$ cat config.mk
export PLATFORM = sky130hd
export DESIGN_NAME = bdm_ram
export DESIGN_NICKNAME = d
export VERILOG_FILES = /design/src/hw/rtl/bdm_ram.sv
export SDC_FILE = /design/constraint.sdc
export NUM_CORES = 1
export LEC_CHECK = 0
export ABC_AREA = 0
export BUFFER_PORTS_ARGS = -buffer_cell sky130_fd_sc_hd__buf_4
export CORE_ASPECT_RATIO = 0.75
export CORE_MARGIN = 10
export CORE_UTILIZATION = 60
export DETAILED_ROUTE_END_ITERATION = 7
export GPL_ROUTABILITY_DRIVEN = 0
export MAX_ROUTING_LAYER = met4
export PLACE_DENSITY = 0.76
export SLEW_MARGIN = 20
export SYNTH_ARGS = -nofsm -noshare
export SYNTH_HDL_FRONTEND = slang
export SYNTH_SLANG_ARGS = --single-unit
$ cat constraint.sdc
create_clock -name clock -period 2.65 [get_ports clock]
set_clock_uncertainty 0.2 [all_clocks]
set_input_delay 0.3975 -clock clock [delete_from_list [all_inputs] [get_ports clock]]
set_output_delay 0.3975 -clock clock [all_outputs]
set_load 0.02 [all_outputs]
$ cat src/hw/rtl/bdm_ram.sv
// ----------------------------------------------------------------------------
// bdm_ram: generic simple dual-port RAM
// One write port and one read port with registered read data.
// ----------------------------------------------------------------------------
module bdm_ram #(
   parameter int WIDTH = 2,
   parameter int DEPTH = 256
) (
   input  logic                     clock,
   input  logic                     wr_en,
   input  logic [$clog2(DEPTH)-1:0] wr_addr,
   input  logic [WIDTH-1:0]         wr_data,
   input  logic                     rd_en,
   input  logic [$clog2(DEPTH)-1:0] rd_addr,
   output logic [WIDTH-1:0]         rd_data
);

   logic [WIDTH-1:0] mem_ff [DEPTH];
   logic [WIDTH-1:0] rd_data_ff;

   always_ff @(posedge clock) begin
      if (wr_en) begin
         mem_ff[wr_addr] <= wr_data;
      end
      if (rd_en) begin
         rd_data_ff <= mem_ff[rd_addr];
      end
   end

   assign rd_data = rd_data_ff;

endmodule

* After elaboration in Yosys (flattened, before gate mapping)
Memories as Yosys holds them, arrays and structs flattened. A register that Yosys moved wholly into a read port is not among the register bits.
Index checks and enable logic that the tools add are counted.
** Word-level totals
- Register bits after elaboration :: 0
- Memory bits (writable) :: 512
- Input port bits :: 21
- Logic and storage cells :: 3
- Memories kept :: 1
** Operators by class
- Muxes and demuxes :: 2
** Memory list
- mem_ff :: words 256, width 2, rd ports 1, clocked after Yosys merged registers in 1, write ports 1, line 18 : logic [WIDTH-1:0] mem_ff [DEPTH];
** Operators with widths (count)
- 2-to-1 mux 1 bit :: 2

* Longest topological paths before layout
- Depth in word-level cells :: 2
- Depth in mapped cells :: 11

* Worst setup path before layout
Ideal clock, no wire load.
- Path type :: input to register
- From :: in rd_addr[0]
- To :: reg rd_data_ff[0] (netlist: rd_data[0]) (read register of mem_ff), data pin
- Setup time :: 266 ps
- Arrival :: 2032 ps
- Path slack :: 152 ps
- Cell stages on the path :: 8
- Path buffers :: 3
- Cells stage by stage :: buf_6 -> buf_4 -> buf_4 -> mux4_2 -> a22oi_1 -> nand3_1 -> a32oi_1 -> a211oi_2
** RTL lines
- from (decl) :: line 14 : input logic [$clog2(DEPTH)-1:0] rd_addr,
- to (decl) :: line 19 : logic [WIDTH-1:0] rd_data_ff;

==> results.py <==
metrics = {
    "floorplan": {
        "ios": 23,
        "core_um2": 34900,
        "start_util": 0.613,
        "die_area_um2": 43700,
        "die_y_um": 184,
        "fp.dieW_um": 238,
        "row_count": 59,
    },
    "pwr": {
        "power_uw": 17000,
        "power_density_nw_per_um2": 702,
        "vdd_drop_max_uv": 526,
        "power.leakage_uw": 0.00771,
    },
    "synth": {
        "ys_seq_elements": 514,
        "seq_area_frac_synth": 0.721,
        "yosysWarnings": 0,
        "synth_ff_type": "edfxtp_1",
        "netlist_area_um2": 21400,
        "synth_area_leaders": "edfxtp_1, mux4_2, nor2_1, mux2i_1, mux4_1",
        "ys_async_sr_fraction": 0,
        "synth_top_area_frac": 0.721,
        "avgSynthCellArea_um2": 17.2,
        "synth_cell_type_count": 50,
        "syn-instance-count": 1242,
        "synth-edff-count": 514,
        "synth_top_cell_by_area": "edfxtp_1",
        "synth_nets": 1263,
    },
    "drt": {
        "viasPerCell": 6.73,
        "num_vias": 12300,
        "dr.first_iter.drc_count": 2101,
        "drt_pass1_iterations": 6,
        "postRouteAntennaNets": 0,
        "wl_per_cell_um": 28.7,
        "finalWirelength_mm": 52.4,
        "post-route-drc-count": 0,
    },
    "cts": {
        "tritoncts": "yes",
        "cts_buffers": 46,
        "root_buffer": "clkbuf_16",
        "post-cts-setup-buffer-count": 0,
        "clk_latency_ns": 0.58,
        "htree_num_levels": 2,
        "clock_path_buffers": 3,
        "clock_sinks": 514,
        "path_clk_slew_ns": 0.07,
    },
    "critical_path": {
        "arrival_ns": 2.65,
        "cp-startpoint": "mem_ff[11][1]",
        "cpPeakStageDelay_ns": 0.48,
        "cp_slowest_cell": "mux4_2",
        "path_cells": "mux4_2 -> a22o_1 -> a2111oi_2 -> o31ai_1 -> o22ai_2 -> a311oi_2",
        "r2r_start": "mem_ff[11][1]",
        "worstSetupStartpointType": "flip-flop",
        "crit_required_ns": 2.76,
        "end_kind": "flip-flop",
        "path_buf_inv": 0,
        "critical_path.max_fanout": 1,
        "path_class": "flip-flop to flip-flop",
        "critical_path.top_delay_family": "compound AO/OA/AOI/OAI gates",
    },
    "timing": {
        "max_freq_ghz": 0.393,
        "setup_viol": 0,
        "rsz0062_at_grt": "false",
        "finalCritPeriodShare": 0.960,
        "min_period_ns": 2.54,
        "final_hold_viol_count": 0,
        "relSlewSlack": 0.505,
        "drv_slew": 0,
        "tightest_slew_ns": 0.743,
        "setup_slack_ns": 0.107,
    },
    "final_layout": {
        "final_nets": 1355,
        "area_growth_pct": 13.0,
        "final_common_cell": "edfxtp_1",
        "final_cell_mix": "edfxtp_1, nor2_1, buf_4",
        "diodes": 0,
        "n_fill_cell": 2179,
        "layout-drive-gt1-share": 0.215,
        "fin_cells": 1827,
    },
    "placed_design": {
        "io_buffers": 22,
        "dp_hpwl_mm": 33.1,
        "placed_cells": 1742,
        "dp_slack_ns": -0.309,
    },
    "hold_path": {
        "min_from": "wr_data[1]",
        "holdCritPathClass": "input port to flip-flop",
    },
    "grt": {
        "grt_max_degree": 161,
        "gr-total-overflow": 0,
        "antenna_found_initial": 0,
        "track_usage": 0.250,
        "grt_pass1_vias": 12300,
        "grt_first_pass_wirelength_mm": 78.9,
    },
    "status": {
        "status": "finished clean",
    },
    "run": {
        "maxCapViolCount": 0,
    },
}
[layer usage]
metal	vias up	wire length (µm)	global-route usage
met5	-	0	-
met4	0	1510	0.0775
met3	119	6850	0.0625
met2	857	23900	0.366
met1	6225	20200	0.343
li1	5087	-	-
[synthesized netlist by cell type (6+ instances only)]
master	count
a2111oi_0	6
a211oi_1	10
a21oi_1	9
a221oi_1	7
a22o_1	8
buf_12	8
buf_2	10
buf_6	10
clkbuf_1	53
edfxtp_1	514
mux2_2	8
mux2i_1	61
mux4_1	20
mux4_2	82
nand2_1	29
nand3_1	27
nand4_1	9
nor2_1	268
nor2b_1	11
o21ai_0	10
o21ai_1	7
o221ai_1	16
o22ai_1	7
[flip-flops by register name, summed over array words and instances (netlist names)]
register	cells
rd_data	2
mem_ff	512
[worst register-to-register path: cells and delay by family, from the launching register on]
family	cells	cell delay, ns
mux	1	0.48
flops	1	0.41
compound gates	5	1.21
[cell families (layout without fill, tap and decap cells)]
logic type,count (synthesis),in the layout,share of synthesized area
buffers and inverters,96,224,0.0292
DFF,514,514,0.721
muxes,171,171,0.144
AOI/OAI and AO/OA,107,107,0.0385
and+or+nand+nor,354,354,0.0675
[final timing paths]
| path | to | slack [ns] | cells past startpoint |
|---|---|---|---|
| worst min-delay path | mem_ff[65][1] | 0.06 | 1 |
| worst max-delay path | rd_data[1] | 0.11 | 6 |
| worst min register to register | rd_data[1] | 0.92 | 6 |
| worst max register to register | rd_data[1] | 0.11 | 6 |
[area by class of cell]
type	instances	area, µm²	share of cell area
sequential	514	15400	0.638
inverter	6	22.5	0.000931
timing repair buffer	134	1220	0.0506
multi-input combinational	632	5350	0.221
tap	457	572	0.0236
clock buffer	58	1260	0.0521
clock inverter	26	324	0.0134
[power breakdown]
group	switching [µW]	internal, µW
sequential	8.83	8960
combinational	602	391
clock	2880	4140
[through the flow]
step	utilization	TNS (ns)	cell area, µm²	hold slack (ns)
finish	0.693	0	24200	0.0635
CTS	0.693	0	24200	0.0585
global placement	0.647	-0.425	22600	0.439
detailed placement	0.647	-0.571	22600	0.439
floorplan	-	0	21400	0.296
global route	0.693	0	24200	0.0645
[repair_timing]
action | CTS | global route
resized for setup | 0 | 1
endpoints found under the hold margin | 2 | 0
setup endpoints to repair | 0 | 1
hold buffers | 1 | 0
(Power assumes the default switching activity.)
